[src/rtl/pst_pkg.sv]
// ----------------------------------------------------------------------------
// pst_pkg
// Shared types, operation and status codes for the process slot table.
// ----------------------------------------------------------------------------
package pst_pkg;

	localparam int SLOTS_DEF   = 32;
	localparam int MAX_CPUS    = 64;

	localparam int PID_W       = 32;
	localparam int CPU_W       = 6;
	localparam int STATE_W     = 3;
	localparam int OP_W        = 3;
	localparam int STATUS_W    = 2;
	localparam int SLOT_IDX_W  = 5;
	localparam int CFG_W       = 7;
	localparam int CFG_IDX_W   = 1;
	localparam int DIV_STEPS   = 32;
	localparam int DIV_CNT_W   = $clog2(DIV_STEPS) + 1;

	localparam logic [OP_W-1:0] OP_CREATE = 3'd0;
	localparam logic [OP_W-1:0] OP_REMOVE = 3'd1;
	localparam logic [OP_W-1:0] OP_FIND   = 3'd2;
	localparam logic [OP_W-1:0] OP_NEWEST = 3'd3;
	localparam logic [OP_W-1:0] OP_REAP   = 3'd4;
	localparam logic [OP_W-1:0] OP_SET    = 3'd5;

	localparam logic [STATUS_W-1:0] ST_OK       = 2'd0;
	localparam logic [STATUS_W-1:0] ST_NOTFOUND = 2'd1;
	localparam logic [STATUS_W-1:0] ST_FULL     = 2'd2;

	localparam logic [CFG_IDX_W-1:0] CFG_ONLINE_CPUS = 1'd0;
	localparam logic [CFG_IDX_W-1:0] CFG_ZOMBIE_CODE = 1'd1;

	typedef struct packed {
		logic [OP_W-1:0]    operation;
		logic [PID_W-1:0]   pid;
		logic [CPU_W-1:0]   affinity;
		logic [STATE_W-1:0] new_state;
	} in_item_t;

	typedef struct packed {
		logic [STATUS_W-1:0]   status;
		logic [SLOT_IDX_W-1:0] slot_index;
		logic [PID_W-1:0]      result_pid;
		logic [CPU_W-1:0]      result_affinity;
	} out_item_t;

	typedef struct packed {
		logic [PID_W-1:0]   id;
		logic [CPU_W-1:0]   cpu;
		logic [STATE_W-1:0] state;
	} entry_t;

	// controller -> datapath
	typedef struct packed {
		logic start;
		logic step;
		logic commit;
	} cmd_t;

	// datapath -> controller
	typedef struct packed {
		logic work_done;
		logic out_busy;
	} stat_t;

endpackage

[src/rtl/pst_divider.sv]
// ----------------------------------------------------------------------------
// pst_divider
// Restoring remainder unit: rotor modulo CPU count, one quotient bit a cycle.
// ----------------------------------------------------------------------------
module pst_divider (
	input  logic                             clk,
	input  logic                             arst_n,
	input  logic                             start,
	input  logic [pst_pkg::PID_W-1:0]        dividend,
	input  logic [pst_pkg::CFG_W-1:0]        divisor,
	output logic                             done,
	output logic [pst_pkg::CPU_W-1:0]        rem
);
	import pst_pkg::*;

	logic [CFG_W-1:0]     rem_q;
	logic [CFG_W-1:0]     n_q;
	logic [PID_W-1:0]     dvd_q;
	logic [DIV_CNT_W-1:0] cnt_q;
	logic                 busy_q;
	logic                 done_q;
	logic [CFG_W:0]       shifted;
	logic [CFG_W:0]       trial;

	assign shifted = {rem_q, dvd_q[PID_W-1]};
	assign trial   = (shifted >= {1'b0, n_q}) ? (shifted - {1'b0, n_q}) : shifted;

	always_ff @(posedge clk or negedge arst_n) begin
		if (!arst_n) begin
			busy_q <= 1'b0;
			done_q <= 1'b0;
			cnt_q  <= '0;
		end else if (start) begin
			busy_q <= 1'b1;
			done_q <= 1'b0;
			cnt_q  <= '0;
		end else if (busy_q) begin
			cnt_q <= cnt_q + 1'b1;
			if (cnt_q == DIV_CNT_W'(DIV_STEPS - 1)) begin
				busy_q <= 1'b0;
				done_q <= 1'b1;
			end
		end
	end

	always_ff @(posedge clk) begin
		if (start) begin
			rem_q <= '0;
			n_q   <= divisor;
			dvd_q <= dividend;
		end else if (busy_q) begin
			rem_q <= trial[CFG_W-1:0];
			dvd_q <= {dvd_q[PID_W-2:0], 1'b0};
		end
	end

	assign done = done_q;
	// remainder stays below the divisor, which is at most 64
	assign rem  = rem_q[CPU_W-1:0];

endmodule

[src/rtl/pst_datapath.sv]
// ----------------------------------------------------------------------------
// pst_datapath
// Slot storage, linear scan with registered memory read, id and rotor
// counters, configuration registers and the result register.
// ----------------------------------------------------------------------------
module pst_datapath #(
	parameter int SLOTS = pst_pkg::SLOTS_DEF
) (
	input  logic                            clk,
	input  logic                            arst_n,
	input  pst_pkg::cmd_t                   cmd,
	output pst_pkg::stat_t                  stat,
	input  pst_pkg::in_item_t               in_item,
	input  logic                            cfg_we,
	input  logic [pst_pkg::CFG_IDX_W-1:0]   cfg_index,
	input  logic [pst_pkg::CFG_W-1:0]       cfg_wdata,
	output pst_pkg::out_item_t              out_item,
	output logic                            out_valid,
	input  logic                            out_ready
);
	import pst_pkg::*;

	localparam int SLOT_W = $clog2(SLOTS);
	localparam int CNT_W  = SLOT_W + 1;

	logic [CFG_W-1:0]   online_cpus_q;
	logic [STATE_W-1:0] zombie_code_q;
	logic [PID_W-1:0]   next_id_q;
	logic [PID_W-1:0]   rotor_q;
	logic [SLOTS-1:0]   used_q;
	in_item_t           item_q;

	entry_t             mem [SLOTS];
	entry_t             rd_s1;
	entry_t             wr_entry;
	logic               mem_we;

	logic [CNT_W-1:0]   cnt_q;
	logic [SLOT_W-1:0]  rd_addr;
	logic               valid_s1;
	logic               used_s1;
	logic [SLOT_W-1:0]  slot_s1;

	logic               found_q;
	logic [SLOT_W-1:0]  found_slot_q;
	logic [PID_W-1:0]   found_id_q;
	logic [CPU_W-1:0]   found_cpu_q;

	out_item_t          out_q;
	logic               out_valid_q;
	out_item_t          result;

	logic               is_create;
	logic               first_op;
	logic               issue;
	logic               eval;
	logic               match;
	logic               scan_done;
	logic               div_start;
	logic               div_done;
	logic [CPU_W-1:0]   div_rem;
	logic [CFG_W-1:0]   cpu_count;

	assign is_create = (item_q.operation == OP_CREATE);
	// newest must look at every slot; all other operations stop on first hit
	assign first_op  = (item_q.operation != OP_NEWEST);
	assign rd_addr   = cnt_q[SLOT_W-1:0];
	assign issue     = cmd.step && (cnt_q < CNT_W'(SLOTS)) && !(first_op && found_q);
	assign eval      = valid_s1 && !(first_op && found_q);
	assign scan_done = (first_op && found_q) || ((cnt_q == CNT_W'(SLOTS)) && !valid_s1);

	always_comb begin
		case (item_q.operation)
			OP_CREATE: match = !used_s1;
			OP_REMOVE,
			OP_FIND,
			OP_SET:    match = used_s1 && (rd_s1.id == item_q.pid);
			OP_NEWEST: match = used_s1 && (rd_s1.id > found_id_q);
			OP_REAP:   match = used_s1 && (rd_s1.state == zombie_code_q)
				&& (rd_s1.cpu == item_q.affinity);
			default:   match = 1'b0;
		endcase
	end

	// zero CPUs counts as one; saturate at the supported maximum
	always_comb begin
		if (online_cpus_q == '0)
			cpu_count = CFG_W'(1);
		else if (online_cpus_q > CFG_W'(MAX_CPUS))
			cpu_count = CFG_W'(MAX_CPUS);
		else
			cpu_count = online_cpus_q;
	end

	assign div_start = cmd.start && (in_item.operation == OP_CREATE);

	pst_divider u_div (
		.clk      (clk),
		.arst_n   (arst_n),
		.start    (div_start),
		.dividend (rotor_q),
		.divisor  (cpu_count),
		.done     (div_done),
		.rem      (div_rem)
	);

	// configuration, counters, used bits
	always_ff @(posedge clk or negedge arst_n) begin
		if (!arst_n) begin
			online_cpus_q <= CFG_W'(1);
			zombie_code_q <= STATE_W'(4);
			next_id_q     <= PID_W'(1);
			rotor_q       <= '0;
			used_q        <= '0;
		end else begin
			if (cfg_we) begin
				case (cfg_index)
					CFG_ONLINE_CPUS: online_cpus_q <= cfg_wdata;
					CFG_ZOMBIE_CODE: zombie_code_q <= cfg_wdata[STATE_W-1:0];
					default: ;
				endcase
			end
			if (cmd.commit) begin
				if (is_create) begin
					next_id_q <= next_id_q + 1'b1;
					rotor_q   <= rotor_q + 1'b1;
				end
				if (found_q) begin
					if (is_create)
						used_q[found_slot_q] <= 1'b1;
					else if (item_q.operation == OP_REMOVE || item_q.operation == OP_REAP)
						used_q[found_slot_q] <= 1'b0;
				end
			end
		end
	end

	// scan control
	always_ff @(posedge clk or negedge arst_n) begin
		if (!arst_n) begin
			cnt_q    <= '0;
			valid_s1 <= 1'b0;
			found_q  <= 1'b0;
		end else if (cmd.start) begin
			cnt_q    <= '0;
			valid_s1 <= 1'b0;
			found_q  <= 1'b0;
		end else begin
			valid_s1 <= issue;
			if (issue)
				cnt_q <= cnt_q + 1'b1;
			if (eval && match)
				found_q <= 1'b1;
		end
	end

	// scan payload
	always_ff @(posedge clk) begin
		if (cmd.start)
			item_q <= in_item;
		used_s1 <= used_q[rd_addr];
		slot_s1 <= rd_addr;
		if (cmd.start) begin
			found_id_q <= '0;
		end else if (eval && match) begin
			found_slot_q <= slot_s1;
			found_id_q   <= rd_s1.id;
			found_cpu_q  <= rd_s1.cpu;
		end
	end

	// slot memory: one write port, one registered read port
	assign mem_we = cmd.commit && found_q && (is_create || item_q.operation == OP_SET);

	always_comb begin
		wr_entry.id    = is_create ? next_id_q : found_id_q;
		wr_entry.cpu   = is_create ? div_rem : found_cpu_q;
		wr_entry.state = item_q.new_state;
	end

	always_ff @(posedge clk) begin
		if (mem_we)
			mem[found_slot_q] <= wr_entry;
		rd_s1 <= mem[rd_addr];
	end

	// result
	always_comb begin
		if (found_q) begin
			result.status          = ST_OK;
			result.slot_index      = SLOT_IDX_W'(found_slot_q);
			result.result_pid      = is_create ? next_id_q : found_id_q;
			result.result_affinity = is_create ? div_rem : found_cpu_q;
		end else begin
			result.status          = is_create ? ST_FULL : ST_NOTFOUND;
			result.slot_index      = '0;
			result.result_pid      = '0;
			result.result_affinity = '0;
		end
	end

	always_ff @(posedge clk or negedge arst_n) begin
		if (!arst_n)
			out_valid_q <= 1'b0;
		else if (cmd.commit)
			out_valid_q <= 1'b1;
		else if (out_ready)
			out_valid_q <= 1'b0;
	end

	always_ff @(posedge clk) begin
		if (cmd.commit)
			out_q <= result;
	end

	assign out_item       = out_q;
	assign out_valid      = out_valid_q;
	assign stat.out_busy  = out_valid_q && !out_ready;
	assign stat.work_done = scan_done && (!is_create || div_done);

endmodule

[src/rtl/pst_ctrl.sv]
// ----------------------------------------------------------------------------
// pst_ctrl
// Sequencer: accept a beat, run the slot scan, commit when the result
// register is free.
// ----------------------------------------------------------------------------
module pst_ctrl (
	input  logic            clk,
	input  logic            arst_n,
	input  logic            in_valid,
	output logic            in_ready,
	input  pst_pkg::stat_t  stat,
	output pst_pkg::cmd_t   cmd
);
	import pst_pkg::*;

	localparam logic [1:0] S_IDLE   = 2'd0;
	localparam logic [1:0] S_SCAN   = 2'd1;
	localparam logic [1:0] S_COMMIT = 2'd2;

	logic [1:0] state_q;
	logic [1:0] state_d;

	assign in_ready   = (state_q == S_IDLE);
	assign cmd.start  = in_valid && in_ready;
	assign cmd.step   = (state_q == S_SCAN);
	assign cmd.commit = (state_q == S_COMMIT) && !stat.out_busy;

	always_comb begin
		state_d = state_q;
		case (state_q)
			S_IDLE:   if (cmd.start) state_d = S_SCAN;
			S_SCAN:   if (stat.work_done) state_d = S_COMMIT;
			S_COMMIT: if (!stat.out_busy) state_d = S_IDLE;
			default:  state_d = S_IDLE;
		endcase
	end

	always_ff @(posedge clk or negedge arst_n) begin
		if (!arst_n)
			state_q <= S_IDLE;
		else
			state_q <= state_d;
	end

endmodule

[src/rtl/process_slot_table_top.sv]
// ----------------------------------------------------------------------------
// process_slot_table_top
// Process slot table: create, remove, find, newest, reap and set state over
// a fixed set of slots, one result beat per input beat.
// ----------------------------------------------------------------------------
//  channel | handshake            | payload
//  --------+----------------------+-------------------------------
//  in      | in_valid / in_ready  | in_item  (operation, pid, ...)
//  out     | out_valid / out_ready| out_item (status, slot, ...)
//  cfg     | cfg_we               | cfg_index, cfg_wdata
//
//  The scan reads one slot a cycle through the slot memory's single read port
//  and stops at the first hit (newest and misses read every slot); create also
//  waits for the 32-step remainder unit. The controller is ready for the next
//  beat as the result loads. Reset clears the used bits, id and rotor counters
//  and valid flags and loads the configuration defaults; slot memory and
//  payload registers are not reset. A held result stalls the commit.
// ----------------------------------------------------------------------------
module process_slot_table_top #(
	parameter int SLOTS = pst_pkg::SLOTS_DEF
) (
	input  logic                            clk,
	input  logic                            arst_n,
	input  logic                            in_valid,
	output logic                            in_ready,
	input  pst_pkg::in_item_t               in_item,
	output logic                            out_valid,
	input  logic                            out_ready,
	output pst_pkg::out_item_t              out_item,
	input  logic                            cfg_we,
	input  logic [pst_pkg::CFG_IDX_W-1:0]   cfg_index,
	input  logic [pst_pkg::CFG_W-1:0]       cfg_wdata
);
	import pst_pkg::*;

	cmd_t  cmd;
	stat_t stat;

	pst_ctrl u_ctrl (
		.clk      (clk),
		.arst_n   (arst_n),
		.in_valid (in_valid),
		.in_ready (in_ready),
		.stat     (stat),
		.cmd      (cmd)
	);

	pst_datapath #(
		.SLOTS (SLOTS)
	) u_dp (
		.clk       (clk),
		.arst_n    (arst_n),
		.cmd       (cmd),
		.stat      (stat),
		.in_item   (in_item),
		.cfg_we    (cfg_we),
		.cfg_index (cfg_index),
		.cfg_wdata (cfg_wdata),
		.out_item  (out_item),
		.out_valid (out_valid),
		.out_ready (out_ready)
	);

`ifndef ASSERT_OFF
	a_commit_fills_out: assert property (@(posedge clk) disable iff (!arst_n)
		cmd.commit |=> out_valid)
		else $error("commit did not produce a result beat");

	a_idle_no_work: assert property (@(posedge clk) disable iff (!arst_n)
		in_ready |-> (!cmd.step && !cmd.commit))
		else $error("scan or commit while accepting");

	a_start_busy: assert property (@(posedge clk) disable iff (!arst_n)
		cmd.start |=> !in_ready)
		else $error("accepted a beat without leaving idle");
`endif

endmodule
[config.mk]
export PLATFORM = sky130hd
export DESIGN_NAME = process_slot_table_top
export DESIGN_NICKNAME = d
export VERILOG_FILES = /design/src/rtl/pst_pkg.sv /design/src/rtl/pst_divider.sv /design/src/rtl/pst_datapath.sv /design/src/rtl/pst_ctrl.sv /design/src/rtl/process_slot_table_top.sv
export SDC_FILE = /design/constraint.sdc
export NUM_CORES = 2
export LEC_CHECK = 0
export BUFFER_PORTS_ARGS = -buffer_cell sky130_fd_sc_hd__buf_4
export CAP_MARGIN = 40
export CORE_ASPECT_RATIO = 1.25
export CORE_MARGIN = 2
export CORE_UTILIZATION = 45
export CTS_BUF_LIST = sky130_fd_sc_hd__clkbuf_8
export CTS_CLUSTER_DIAMETER = 40
export DETAILED_ROUTE_END_ITERATION = 12
export SYNTH_ARGS = -nofsm -noshare
export SYNTH_HDL_FRONTEND = slang
export SYNTH_SLANG_ARGS = --single-unit
export TNS_END_PERCENT = 30
[constraint.sdc]
create_clock -name clk -period 3.8 [get_ports clk]
set_clock_uncertainty 0.1 [all_clocks]
set_input_delay 0.38 -clock clk [delete_from_list [all_inputs] [get_ports clk]]
set_output_delay 0.38 -clock clk [all_outputs]
set_load 0.1 [all_outputs]
==> results.md <==
- Initial core utilization: 45.3%
- Simple-gate area share of the yosys netlist: approximately 3.8%
- Post-route clock period utilization: ~93%
- Ratio of total power to cell area: 689 nW/um^2
- Mapped Nets: 3,330
- Maximum vdd drop: 0.396 mV
- Cell area after synthesis: 64,700 sq um
- Data required time of the worst path: 4.39 ns
- FF+latch area: 48,400 sq um
- Static Leakage: between 20 and 30 nW
- Utilization of the core after routing: 53.0%
- Remaining antenna violation count after routing: 0
- Portion of netlist area occupied by mux cells: around 16%
- DRT iter0 DRCs: roughly 3,200
- Critical path capture point type: register
- Count of flip-flops with a built-in enable after synthesis: 1,451
- Final GP Congestion: 0.858
- Unrepaired setup endpoints after global routing: false
- Cell type contributing the most total cell area after synthesis: sky130_fd_sc_hd__edfxtp_1
- Ys flop type: sky130_fd_sc_hd__edfxtp_1
- Wire length of the first global-routing pass: between 200 and 250 mm
- Number of optimization iterations in the first detailed-route pass: 5
- Synth Instances: ~3,200
- Number of buffers created by CTS: 281
- WL/cell: 27.8 um
- Crit Path Category: register to register
- Max capacitance violation total: 0
- Aggregate routed wire length: around 160 mm
- Leftover overflow at the end of global routing: 0
- Maximum clock frequency: between 200 and 300 MHz
- Post-Route Setup TNS: 0 ns
- Area occupied by multi-input gates: 15,800 sq um
- Number of port buffers: about 100
- Worst-Skew Late Latency: 1.00 ns
- Placed Cells: 5,220
- List of most frequent post-synthesis cells: sky130_fd_sc_hd__edfxtp_1, sky130_fd_sc_hd__mux4_2, sky130_fd_sc_hd__nand2_1
- Worst-case clock buffer depth: 4
- Count of synthesis-stage warnings from yosys: 0
- Cell row count: 155
- Maximum number of pins on one net before global-route repair: 103
- Width of the die: 343 um
- TritonCTS sink count: 1,662
- Number of I/O pins: 104
- Maximum fanout along the worst path: 11
- Clock slew at reported path FFs: approximately 0.06 ns
- Max H-tree Level: 5
- Fraction of registers with async set/reset: 7.52%
- Critical path launch point type: register
- Outcome: finished, final reports clean
- Part of the Yosys area used for sequential elements: roughly three quarters
- Crit path arrival time: 4.13 ns
- TritonCTS clock tree: built
- Compound-cell area share of the yosys netlist: 1.46%
- Xor/xnor cell area share of the yosys netlist: 1.54%
- Hold Crit Class: input pin to register
- Distinct cells, synth: 58
- Synthesized area per cell: 20.1 sq um
- Slew at the pin closest to its max-slew limit: roughly 0.94 ns
- Overall die height: 428 um
- Adder and majority cell fraction of the synthesized area: less than 1%
- Number of antenna violations at the first check in global routing: 7
- Net count reported at finish: 3,829
- Biggest area contributors in the synthesized netlist: sky130_fd_sc_hd__edfxtp_1, sky130_fd_sc_hd__mux4_2, sky130_fd_sc_hd__dfrtp_1, sky130_fd_sc_hd__dfxtp_1, sky130_fd_sc_hd__nand2_1
- Detailed-route via count: 33,084
- Largest family of logic cells by synthesized area: multiplexers
- Layout-stage area growth over the synthesis result: 16.8%
- Fraction of layout cells with a size suffix above 1: a little under a third
- CTS root buffer: sky130_fd_sc_hd__clkbuf_8
- Area of the placeable core: 143,000 sq um
- Die area: ~150,000 sq um
- Final Non-Filler Cells: 5,805
- Post-detailed-route DRC marker count: 0
- Area share of the largest cell type after synthesis: 67.3%
- Final hold vios: 0
- Via density per instance: roughly 5.7
- Min Tclk post-route: 3.54 ns
- Top-count cell post-synth: sky130_fd_sc_hd__edfxtp_1
- Count of state elements after synthesis: 1,662
- Worst relative slew slack: 37.2%
- Final max-slew violation count: 0
- Post-CTS Setup Repair Bufs: 0
- Vias in the first global route: 34,809
- Post-DP HPWL: 96.6 mm
- FILL cells: 11,141
- Overall track demand over capacity in global routing: 22.3%
- Count of endpoints failing setup in the final report: 0
- Total chip power: 52.1 mW
critical path, cell delays in order, from the launching register on:
cell	delay, ns
sky130_fd_sc_hd__dfxtp_1	0.34
sky130_fd_sc_hd__inv_1	0.08
sky130_fd_sc_hd__ha_1	0.31
sky130_fd_sc_hd__nand4_1	0.15
sky130_fd_sc_hd__nor3_1	0.43
sky130_fd_sc_hd__a21boi_0	0.40
sky130_fd_sc_hd__nor4b_1	0.16
sky130_fd_sc_hd__nor4b_1	0.55
sky130_fd_sc_hd__nor3_4	0.18
sky130_fd_sc_hd__nor2_1	0.30
sky130_fd_sc_hd__buf_4	0.27
final timing paths:
path / start / to / slack, ns / cells past startpoint
setup / recovery: u_dp.found_id_q[14] / u_dp.found_cpu_q[4] / 0.26 / 10
hold / removal: in_item[30] / u_dp.item_q[30] / 0.10 / 2
setup reg to reg: u_dp.found_id_q[14] / u_dp.found_cpu_q[4] / 0.26 / 10
hold reg to reg: u_dp.slot_s1[3] / u_dp.found_slot_q[3] / 0.29 / 0
max in group asynchronous: arst_n / u_dp.next_id_q[24] / 2.52 / 5
min in group asynchronous: arst_n / u_dp.rotor_q[23] / 0.34 / 4
per-layer routing:
layer	track usage, %	wire (um)
met1	29.8	65100
met2	37.1	82300
met3	4.30	10300
met4	6.41	3760
met5	0	0
cell type report:
type,count,share of cell area (%)
Clock buffer,296,5.39
Inverter,54,0.268
Timing Repair Buffer,375,5.01
Multi-Input combinational cell,1353,20.9
Clock inverter,179,1.23
Sequential cell,1662,64.1
Antenna cell,2,0.00662
Tap cell,1884,3.12
report_power, final:
part,switching [mW],internal (mW)
Clock,6.89,7.64
Combinational,7.80,6.48
Sequential,0.901,22.4
placed cells by master, fill, tap and decap left out, types with 33 or more instances in the layout:
| master | netlist | routed |
|---|---|---|
| sky130_fd_sc_hd__mux2i_1 | 37 | 37 |
| sky130_fd_sc_hd__dfxtp_1 | 86 | 86 |
| sky130_fd_sc_hd__clkinv_1 | 2 | 37 |
| sky130_fd_sc_hd__dlygate4sd3_1 | 0 | 103 |
| sky130_fd_sc_hd__mux4_2 | 420 | 420 |
| sky130_fd_sc_hd__nor2_1 | 81 | 48 |
| sky130_fd_sc_hd__nor2_4 | 0 | 33 |
| sky130_fd_sc_hd__buf_12 | 0 | 36 |
| sky130_fd_sc_hd__xnor2_1 | 76 | 76 |
| sky130_fd_sc_hd__nand2_1 | 256 | 255 |
| sky130_fd_sc_hd__inv_1 | 52 | 151 |
| sky130_fd_sc_hd__mux2_2 | 56 | 56 |
| sky130_fd_sc_hd__o31ai_1 | 33 | 33 |
| sky130_fd_sc_hd__ha_1 | 44 | 44 |
| sky130_fd_sc_hd__xor2_1 | 38 | 38 |
| sky130_fd_sc_hd__edfxtp_1 | 1451 | 1451 |
| sky130_fd_sc_hd__o21ai_0 | 79 | 47 |
| sky130_fd_sc_hd__clkbuf_8 | 0 | 296 |
| sky130_fd_sc_hd__and2_1 | 39 | 39 |
| sky130_fd_sc_hd__dfrtp_1 | 122 | 116 |
| sky130_fd_sc_hd__buf_4 | 4 | 207 |
cells by family (layout without fill, tap and decap cells):
logic type / after synthesis / after routing
fa+ha+maj: 45 / 45
compound gates: 160 / 160
xor+xnor: 114 / 114
mux: 513 / 513
buf+inv: 213 / 904
flops: 1662 / 1662
simple gates: 521 / 521
other cells: 0 / 2
state kept, by name (all words and copies together), names as in the netlist, 5 cells and up, named ones only:
name,cells
u_dp.cnt_q,6
u_dp.found_slot_q,5
u_dp.found_id_q,32
u_dp.u_div.dvd_q,32
u_dp.item_q,44
u_dp.u_div.n_q,7
u_dp.slot_s1,5
u_dp.online_cpus_q,7
u_dp.mem,1312
u_dp.next_id_q,32
u_dp.u_div.cnt_q,6
u_dp.rotor_q,32
u_dp.found_cpu_q,6
u_dp.u_div.rem_q,7
u_dp.out_item,45
u_dp.rd_s1,41
repair_timing:
| action | CTS | global route |
|---|---|---|
| setup endpoints to repair | 0 | 17 |
| endpoints found under the hold margin | 190 | 0 |
| resized for setup | 0 | 1 |
| hold buffers | 104 | 0 |
stage by stage:
step | cell area [sq um] | setup WS [ns] | hold slack, ns
6_report | 75600 | 0.259 | 0.102
5_1_grt | 75600 | 0.141 | 0.0191
4_1_cts | 75500 | 0.130 | 0.00215
3_5_place_dp | 69500 | 0.200 | 0.211
3_3_place_gp | 69100 | 0.316 | 0.286
2_1_floorplan | 64700 | -0.541 | -0.0156
Power figures use the tool's default switching activity.
